===== src/rtl/fbw_pkg.sv =====
// Shared types, constants and colour conversion functions for the framebuffer word converter.
package fbw_pkg;

	// Fixed field widths.
	localparam int WORD_W  = 32;
	localparam int COLOR_W = 16;
	localparam int PX_W    = 11;
	localparam int RIGHT_W = 12;
	localparam int DEPTH_W = 2;
	localparam int CFG_IDX_W  = 2;
	localparam int CFG_DATA_W = 12;

	// One lane per pixel at the finest depth.
	localparam int LANES   = 32;
	localparam int LANE_IW = $clog2(LANES);

	// Column arithmetic: first column plus lane index, and the line-length compare.
	localparam int XW    = 12;
	localparam int LIM_W = 13;

	localparam int MAX_LINE_PIXELS_DEF = 2048;

	// Depth codes.
	localparam logic [DEPTH_W-1:0] DEPTH_1  = 2'd0;
	localparam logic [DEPTH_W-1:0] DEPTH_8  = 2'd1;
	localparam logic [DEPTH_W-1:0] DEPTH_16 = 2'd2;

	// Configuration register indexes.
	localparam logic [CFG_IDX_W-1:0] REG_DEPTH = 2'd0;
	localparam logic [CFG_IDX_W-1:0] REG_LEFT  = 2'd1;
	localparam logic [CFG_IDX_W-1:0] REG_RIGHT = 2'd2;

	localparam logic [COLOR_W-1:0] COLOR_BLACK = 16'h0000;
	localparam logic [COLOR_W-1:0] COLOR_WHITE = 16'hFFFF;

	// What one lane found for its pixel.
	typedef struct packed {
		logic               valid;
		logic [COLOR_W-1:0] color;
	} lane_res_t;

	// RGB332 to RGB565: each component lands at the top of its field.
	function automatic logic [COLOR_W-1:0] expand_332(input logic [7:0] v);
		return {v[7:5], 2'b00, v[4:2], 3'b000, v[1:0], 3'b000};
	endfunction

	// RGB555 to RGB565 with green moved up one place; the top bit is dropped.
	function automatic logic [COLOR_W-1:0] remap_555(input logic [15:0] v);
		return {v[14:10], v[9:5], 1'b0, v[4:0]};
	endfunction

endpackage


===== src/rtl/framebuffer_word_to_rgb565.sv =====
// Top level: configuration registers, 32 pixel lanes and the merging stage.
// An accepted item is registered in fbw_merge, and its pixels in the output register.
// Throughput: one pixel per cycle from a single output register while out_ready allows;
// an item sends its pixels in the window: up to 4 at 8 bits, 2 at 16 bits, 32 at 1 bit.
// A new item is taken when none is held or as the held one's last pixel is registered.
// Reset: asynchronous, active low; depth returns to 8 bits, the window to empty.
module framebuffer_word_to_rgb565 #(
	parameter int MAX_LINE_PIXELS = fbw_pkg::MAX_LINE_PIXELS_DEF
) (
	input  logic                           clk,
	input  logic                           arst_n,
	input  logic                           cfg_valid,
	output logic                           cfg_ready,
	input  logic [fbw_pkg::CFG_IDX_W-1:0]  cfg_index,
	input  logic [fbw_pkg::CFG_DATA_W-1:0] cfg_data,
	input  logic                           in_valid,
	output logic                           in_ready,
	input  logic [fbw_pkg::WORD_W-1:0]     source_word,
	input  logic [fbw_pkg::PX_W-1:0]       word_first_x,
	output logic                           out_valid,
	input  logic                           out_ready,
	output logic [fbw_pkg::COLOR_W-1:0]    pixel_color,
	output logic [fbw_pkg::PX_W-1:0]       pixel_x,
	output logic                           last_of_word
);
	import fbw_pkg::*;

	logic [DEPTH_W-1:0] depth_q;
	logic [PX_W-1:0]    left_q;
	logic [RIGHT_W-1:0] right_q;
	lane_res_t          lane_res [LANES];
	logic               take_ok;

	assign cfg_ready = 1'b1;
	assign in_ready  = take_ok;

	// Configuration registers; writes to an unused index are dropped.
	always_ff @(posedge clk or negedge arst_n) begin
		if (!arst_n) begin
			depth_q <= DEPTH_8;
			left_q  <= '0;
			right_q <= '0;
		end else if (cfg_valid && cfg_ready) begin
			unique case (cfg_index)
				REG_DEPTH: depth_q <= cfg_data[DEPTH_W-1:0];
				REG_LEFT:  left_q  <= cfg_data[PX_W-1:0];
				REG_RIGHT: right_q <= cfg_data[RIGHT_W-1:0];
				default: ;
			endcase
		end
	end

	// One lane per possible pixel position in the word.
	for (genvar g = 0; g < LANES; g++) begin : g_lane
		fbw_lane #(
			.LANE_IDX        (g),
			.MAX_LINE_PIXELS (MAX_LINE_PIXELS)
		) u_lane (
			.depth        (depth_q),
			.word         (source_word),
			.first_x      (word_first_x),
			.window_left  (left_q),
			.window_right (right_q),
			.res          (lane_res[g])
		);
	end

	// Merge the lane results into an ordered pixel stream.
	fbw_merge u_merge (
		.clk          (clk),
		.arst_n       (arst_n),
		.load         (in_valid && take_ok),
		.res          (lane_res),
		.first_x      (word_first_x),
		.take_ok      (take_ok),
		.out_valid    (out_valid),
		.out_ready    (out_ready),
		.pixel_color  (pixel_color),
		.pixel_x      (pixel_x),
		.last_of_word (last_of_word)
	);

endmodule


===== src/rtl/fbw_lane.sv =====
// One pixel lane: extracts its pixel, converts it and checks its column against the window.
module fbw_lane #(
	parameter int LANE_IDX        = 0,
	parameter int MAX_LINE_PIXELS = fbw_pkg::MAX_LINE_PIXELS_DEF
) (
	input  logic [fbw_pkg::DEPTH_W-1:0] depth,
	input  logic [fbw_pkg::WORD_W-1:0]  word,
	input  logic [fbw_pkg::PX_W-1:0]    first_x,
	input  logic [fbw_pkg::PX_W-1:0]    window_left,
	input  logic [fbw_pkg::RIGHT_W-1:0] window_right,
	output fbw_pkg::lane_res_t          res
);
	import fbw_pkg::*;

	// Bit positions of this lane's pixel at each depth.
	localparam int BIT_POS  = WORD_W - 1 - LANE_IDX;
	localparam int BYTE_TOP = WORD_W - 1 - 8 * (LANE_IDX % 4);
	localparam int HALF_TOP = WORD_W - 1 - 16 * (LANE_IDX % 2);
	localparam bit IN_BYTE  = (LANE_IDX < 4);
	localparam bit IN_HALF  = (LANE_IDX < 2);

	logic [XW-1:0]      x;
	logic               in_win;
	logic               active;
	logic [COLOR_W-1:0] color;

	// Column of this pixel and the window test.
	assign x      = XW'(first_x) + XW'(LANE_IDX);
	assign in_win = (x >= {1'b0, window_left}) && (x < window_right) &&
	                ({1'b0, x} < LIM_W'(MAX_LINE_PIXELS));

	// Pixel extraction and colour conversion for the configured depth.
	always_comb begin
		unique case (depth)
			DEPTH_1: begin
				active = 1'b1;
				color  = word[BIT_POS] ? COLOR_BLACK : COLOR_WHITE;
			end
			DEPTH_8: begin
				active = IN_BYTE;
				color  = expand_332(word[BYTE_TOP -: 8]);
			end
			DEPTH_16: begin
				active = IN_HALF;
				color  = remap_555(word[HALF_TOP -: 16]);
			end
			default: begin
				active = 1'b0;
				color  = '0;
			end
		endcase
	end

	assign res.valid = active && in_win;
	assign res.color = color;

endmodule


===== src/rtl/fbw_merge.sv =====
// Merging stage: holds one item's lane results; sends one pixel per cycle unless stalled.
module fbw_merge (
	input  logic                         clk,
	input  logic                         arst_n,
	input  logic                         load,
	input  fbw_pkg::lane_res_t           res [fbw_pkg::LANES],
	input  logic [fbw_pkg::PX_W-1:0]     first_x,
	output logic                         take_ok,
	output logic                         out_valid,
	input  logic                         out_ready,
	output logic [fbw_pkg::COLOR_W-1:0]  pixel_color,
	output logic [fbw_pkg::PX_W-1:0]     pixel_x,
	output logic                         last_of_word
);
	import fbw_pkg::*;

	logic [LANES-1:0]   mask_s1;
	logic [COLOR_W-1:0] color_s1 [LANES];
	logic [PX_W-1:0]    first_x_s1;

	logic [LANES-1:0]   new_mask;
	logic [LANES-1:0]   mask_after;
	logic [LANE_IW-1:0] sel;
	logic               emit;

	logic               out_valid_q;
	logic [COLOR_W-1:0] color_q;
	logic [PX_W-1:0]    x_q;
	logic               last_q;

	// Gather the lane valid bits into a mask.
	always_comb begin
		for (int i = 0; i < LANES; i++) begin
			new_mask[i] = res[i].valid;
		end
	end

	// Pick the leftmost remaining pixel, which is the lowest set lane.
	always_comb begin
		sel = '0;
		for (int i = LANES - 1; i >= 0; i--) begin
			if (mask_s1[i]) begin
				sel = LANE_IW'(i);
			end
		end
	end

	assign mask_after = mask_s1 & (mask_s1 - LANES'(1));
	assign emit       = (mask_s1 != '0) && (!out_valid_q || out_ready);
	assign take_ok    = (mask_s1 == '0) || (emit && (mask_after == '0));

	// Pending pixel mask of the item in hand.
	always_ff @(posedge clk or negedge arst_n) begin
		if (!arst_n) begin
			mask_s1 <= '0;
		end else if (load) begin
			mask_s1 <= new_mask;
		end else if (emit) begin
			mask_s1 <= mask_after;
		end
	end

	// Colours and first column of the item in hand.
	always_ff @(posedge clk) begin
		if (load) begin
			first_x_s1 <= first_x;
			for (int i = 0; i < LANES; i++) begin
				color_s1[i] <= res[i].color;
			end
		end
	end

	// Output register: valid flag.
	always_ff @(posedge clk or negedge arst_n) begin
		if (!arst_n) begin
			out_valid_q <= 1'b0;
		end else if (emit) begin
			out_valid_q <= 1'b1;
		end else if (out_ready) begin
			out_valid_q <= 1'b0;
		end
	end

	// Output register: payload.
	always_ff @(posedge clk) begin
		if (emit) begin
			color_q <= color_s1[sel];
			x_q     <= first_x_s1 + PX_W'(sel);
			last_q  <= (mask_after == '0);
		end
	end

	assign out_valid    = out_valid_q;
	assign pixel_color  = color_q;
	assign pixel_x      = x_q;
	assign last_of_word = last_q;

endmodule


===== config.mk =====
export PLATFORM = sky130hd
export DESIGN_NAME = framebuffer_word_to_rgb565
export DESIGN_NICKNAME = d
export VERILOG_FILES = /design/src/rtl/fbw_pkg.sv /design/src/rtl/framebuffer_word_to_rgb565.sv /design/src/rtl/fbw_lane.sv /design/src/rtl/fbw_merge.sv
export SDC_FILE = /design/constraint.sdc
export NUM_CORES = 2
export LEC_CHECK = 0
export BUFFER_PORTS_ARGS = -buffer_cell sky130_fd_sc_hd__clkbuf_2
export CORE_UTILIZATION = 30
export DETAILED_ROUTE_END_ITERATION = 8
export MAX_ROUTING_LAYER = met4
export PLACE_DENSITY = 0.53
export SLEW_MARGIN = 0
export SYNTH_ARGS = -nofsm -noshare
export SYNTH_HDL_FRONTEND = slang
export SYNTH_SLANG_ARGS = --single-unit
export TNS_END_PERCENT = 1

===== constraint.sdc =====
create_clock -name clk -period 20.1 [get_ports clk]
set_clock_uncertainty 0.2 [all_clocks]
set_input_delay 4.02 -clock clk [delete_from_list [all_inputs] [get_ports clk]]
set_output_delay 4.02 -clock clk [all_outputs]
set_load 0.005 [all_outputs]

* Word level (Yosys, flattened, before mapping)
Memory sizes are Yosys's and may differ from the RTL's. A register that Yosys moved wholly into a read port is not among the register bits.
Index checks and enable logic that the tools add are counted.
** Operators by class
- Magnitude comparators :: 96
- Divide/modulo/power cells :: 0
- $mul :: 0
- Mux-type cells :: 105
- Shift-type cells :: 0
- Reductions and logical operators :: 114
- Bitwise logic cells :: 1
- Eq/ne operators :: 4
- Add/sub/neg operators :: 33
** Operators by type and width (number)
- $pmux W16 S3 :: 32
- $mux W16 :: 32
- $ge A12 B11 Y1 :: 31
- $lt A12 B12 Y1 :: 31
- $lt A12 B12 Y1 const B :: 31
- $add A11 B5 Y12 const B :: 16
- $mux W5 :: 32
- $logic_and A1 B1 Y1 :: 99
- $add A11 B4 Y12 const B :: 8
- $logic_not A32 Y1 :: 2
- $mux W32 :: 2
- $add A11 B3 Y12 const B :: 4
- $and A32 B32 Y32 :: 1
- $reduce_bool A32 Y1 :: 1
- $sub A32 B1 Y32 const B :: 1
- $add A11 B2 Y12 const B :: 2
- $add A11 B1 Y12 const B :: 1
- $lt A11 B12 Y1 :: 1
- $lt A11 B12 Y1 const B :: 1
- $add A11 B5 Y11 :: 1
- $ge A11 B11 Y1 :: 1
- $mux W1 :: 7
- $reduce_and A2 Y1 :: 3
- $eq A2 B1 Y1 const B :: 2
- other kinds (7) :: 11
** Storage, ports and cells
- Latch bits :: 0
- Register bits :: 81
- Input bits :: 62
- Memories :: 1
- Output and inout bits :: 31
- RAM bits :: 512
- Memory bits (read-only) :: 0
- Word-level logic and storage cells :: 362
** Memories
- u_merge.color_s1 :: depth 32, bits a word 16, read ports 1, clocked after memory_dff 1, wr ports 32, RTL line fbw_merge.sv:18 : logic [COLOR_W-1:0] color_s1 [LANES];

* Logic depth before layout (Yosys ltp)
- Depth in word-level cells :: 33
- Mapped depth :: 18
- Depth with buffers taken out :: 15

* By module
A second synthesis with hierarchy kept.
** Unflattened totals
- Cells, all modules :: 6398
- Area, all modules :: 54936.4 um^2
** Modules (own cells, without submodules)
- fbw_merge :: cells an instance 1683, area each 23956.7 um^2, instances 1, seq. area each 17371.7 um^2
- framebuffer_word_to_rgb565 :: cells an instance 58, area each 1021.0 um^2, instances 1, seq. area each 626.9 um^2
- fbw_lane (g_lane[15].u_lane) :: cells an instance 151, area each 987.2 um^2, instances 1, seq. area each 0.0 um^2
- fbw_lane (g_lane[27].u_lane) :: cells an instance 151, area each 975.9 um^2, instances 1, seq. area each 0.0 um^2
- fbw_lane (g_lane[23].u_lane) :: cells an instance 151, area each 970.9 um^2, instances 1, seq. area each 0.0 um^2
- fbw_lane (g_lane[4].u_lane) :: cells an instance 142, area each 969.7 um^2, instances 1, seq. area each 0.0 um^2
- fbw_lane (g_lane[3].u_lane) :: cells an instance 148, area each 967.2 um^2, instances 1, seq. area each 0.0 um^2
- fbw_lane (g_lane[14].u_lane) :: cells an instance 149, area each 962.2 um^2, instances 1, seq. area each 0.0 um^2
- fbw_lane (g_lane[25].u_lane) :: cells an instance 148, area each 960.9 um^2, instances 1, seq. area each 0.0 um^2
- fbw_lane (g_lane[13].u_lane) :: cells an instance 149, area each 957.2 um^2, instances 1, seq. area each 0.0 um^2
- fbw_lane (g_lane[19].u_lane) :: cells an instance 149, area each 954.7 um^2, instances 1, seq. area each 0.0 um^2
- fbw_lane (g_lane[11].u_lane) :: cells an instance 149, area each 953.4 um^2, instances 1, seq. area each 0.0 um^2
- fbw_lane (g_lane[22].u_lane) :: cells an instance 153, area each 953.4 um^2, instances 1, seq. area each 0.0 um^2
- fbw_lane (g_lane[30].u_lane) :: cells an instance 153, area each 952.2 um^2, instances 1, seq. area each 0.0 um^2
- 20 more rows

* Worst setup path after synthesis
Ideal clock, no wire load.
- Kind :: in2reg
- Start point :: input out_ready
- End point :: memory u_merge.color_s1[0][0] (enable)
- Library setup time :: 959 ps
- Path buffers :: 0
- Stages on the path :: 5
- Path slack :: 2442 ps
- Data required time :: 18941 ps
- Arrival time :: 16499 ps
- Cell sequence :: inv_1 -> a21oi_1 -> nor4b_4 -> or2_1 -> and2_1
** RTL lines
- start: declaration :: RTL line framebuffer_word_to_rgb565.sv:21 : input logic out_ready,
- end: declaration :: RTL line fbw_merge.sv:18

* Worst setup path after layout
- Start point :: input out_ready
- End point :: output in_ready
** Between the ends
- Longest elaborated chain between the ends :: 4
** RTL lines
- $logic_or A1 B1 Y1 :: RTL line fbw_merge.sv:49 : assign emit = (mask_s1 != '0) && (!out_valid_q || out_ready);
- $logic_and A1 B1 Y1 :: RTL line fbw_merge.sv:49
- $logic_and A1 B1 Y1 :: RTL line fbw_merge.sv:50 : assign take_ok = (mask_s1 == '0) || (emit && (mask_after == '0));
- $logic_or A1 B1 Y1 :: RTL line fbw_merge.sv:50
- end: declaration :: RTL line framebuffer_word_to_rgb565.sv:17 : output logic in_ready,
No other way between the ends.

==> out/summary.txt <==
Setup_tns -> 0 ns
CP Data Arrival Time -> 5.07 ns
CTS tree -> yes
Cts bufs inserted -> 72
Setup crit end -> in_ready
Data required, critical path -> 15.88 ns
# H-tree levels -> 3
Syn nets -> 4,831
Number of global-route vias before repair -> 32,200
Core ar. -> 138,000 sq um
RSZ-0062 raised after global routing -> false
Grt ovf -> 0
Setup bufs post-CTS -> 0
Final WL -> 152 mm
Async S/R FF share, synth -> 9.52%
Kind of critical path -> input pin to output port
Synth Instances -> 4,209
DP HPWL -> 96.8 mm
Final min period -> 9.29 ns
Max Cap Violations -> 0
Startpoint Class -> input pin
Total GRT Usage -> 21.7%
Worst setup path startpoint -> out_ready
Synthesized flop and latch total -> 609
Initial Util -> 30.3%
GPL Wtd Cong -> 0.913
Antenna violations before repair -> 5
Layout cells sized above 1 -> 8.17%
Cell Area, Synth -> 41,800 sq um
Area share of the largest cell type after synthesis -> 39.6%
Post-DRT Antenna Nets -> 0
Yosys cell types -> 78
Cell accounting for the most synthesized area -> edfxtp_1
Die area -> 141,000 sq um
P&R area growth vs syn -> 11.6%
Clock Sink Count -> 609
Ranking of synthesized cells by area -> edfxtp_1 (40%), ha_1 (17%), nand2_1 (7.7%)
Crit end category -> output port
Worst skew pair latency -> 0.67 ns
Final hold vios -> 0
FF-to-FF Start -> u_merge.mask_s1[6]
Vias -> 33,600
Site row count -> 136
Drt drc -> 0
First-pass GRT wire length -> 220 mm
FF-to-FF setup slack -> 12.72 ns
Least-Margin Pin Slew -> 1.35 ns
Fin nets -> 4,854
WL/cell -> 25.1 um
Met1 Usage GRT -> 27.7%
Status -> completed
Port bufs -> 91
Reg2reg path depth -> 10
Detailed Route Iter0 Violations -> 3,315
Reg2reg end -> u_merge.color_s1[27][4]
Period utilization -> 46.2%
YS warnings -> 0
Global route hottest layer -> met2
Most frequent cells in the layout -> nand2_1 (858), ha_1 (559), edfxtp_1 (551)
Sequential area share after synthesis -> 43.1%
Clock Path Buffers -> 3
DR pass1 iterations -> 6
Avg Inst Size Synth -> 9.93 sq um
Clock Pin Slew Worst Setup and Hold Paths -> 0.05 ns
Die width -> 375 um
Met2 usage -> 35.3%
Dominant synthesized flop cell -> edfxtp_1
Number of synthesized flops with an enable pin -> 551
Max FO, Critical Path -> 4
Final Max Tran Viols -> 0
CTS-repair resized insts -> 0
Max Fclk -> 108 MHz
Post-CTS Hold Buffers -> 0
Commonest non-fill, non-tap cell in the layout -> nand2_1
Final number of setup-violating endpoints -> 0
HP Class -> register to register
Max-slew headroom -> 8.63%
Root Buffer -> clkbuf_16
Num ports -> 93
Vias per std cell -> 5.52
Die Y -> 375 um
Met3 GRT Util -> 3.17%
Largest net degree at the start of global routing -> 185
[stage by stage]
step | utilization (%) | area (sq um) | instances | hold WS (ns) | worst slack (ns)
floorplan | - | 41800 | 4209 | 0.279 | 2.44
global placement | 32.2 | 44300 | 5952 | 0.289 | 10.80
detailed placement | 32.2 | 44300 | 5952 | 0.295 | 10.79
CTS | 33.8 | 46600 | 6079 | 0.307 | 10.79
global route | 33.8 | 46600 | 6081 | 0.312 | 10.70
finish | 33.8 | 46600 | 6082 | 0.303 | 10.81
[cells in the mapped netlist, drive strengths merged (37+ instances only)]
master  instances
nor3           53
nor2          206
inv           129
a211oi         56
o22ai          44
mux2i         146
a21o           71
xor2          112
nand3          68
o21ai         164
a22oi          37
edfxtp        551
clkbuf        206
a21oi         262
nand2         858
ha            559
nor4           56
xnor2         104
dfrtp          57
or3            46
[sequential cells by signal, summed over array words and instances (netlist names), 2 cells and up]
| name | count |
|---|---|
| u_merge.pixel_color | 16 |
| u_merge.pixel_x | 11 |
| right_q | 12 |
| depth_q | 2 |
| left_q | 11 |
| u_merge.color_s1 | 512 |
| u_merge.mask_s1 | 32 |
| u_merge.first_x_s1 | 11 |
[worst max-delay path, stage by stage]
cell      delay [ns]
clkbuf_2        0.14
inv_1           0.07
a21oi_1         0.14
nor4b_4         0.29
or2_1           0.21
clkbuf_2        0.19
[kinds of logic after synthesis]
group	synth area share (%)
muxes	4.17
and+or+nand+nor	15.0
other	0.00898
xor gates and xnor gates	4.53
adders and majority gates	16.8
DFF	43.1
buffers and inverters	3.42
AOI/OAI and AO/OA	13.0
[layout make-up]
| class | instances | area, sq um |
|---|---|---|
| Antenna cell | 3 | 7.51 |
| Clock buffer | 90 | 1900 |
| Clock inverter | 37 | 375 |
| Fill cell | 14000 | 91200 |
| Inverter | 130 | 490 |
| Multi-Input combinational cell | 3229 | 22400 |
| Sequential cell | 609 | 18000 |
| Tap cell | 1794 | 2240 |
| Timing Repair Buffer | 190 | 1210 |
[routing by layer]
metal | share of wire [%] | wire length, um
met5 | 0 | 0
met4 | 3.4 | 5180
met3 | 7.3 | 11100
met2 | 47 | 71500
met1 | 42 | 64600
[worst min-delay path by stage]
stage | start | end | slack, ns | cells after the start
floorplan | right_q[1] | right_q[1] | 0.28 | 1
global placement | left_q[3] | left_q[3] | 0.29 | 1
detailed placement | left_q[5] | left_q[5] | 0.29 | 1
CTS | right_q[4] | right_q[4] | 0.31 | 1
global route | right_q[4] | right_q[4] | 0.31 | 1
finish | right_q[4] | right_q[4] | 0.30 | 1
Power is not shown: default switching activity piles up to over one toggle a cycle in this logic, so the estimate is an artifact.
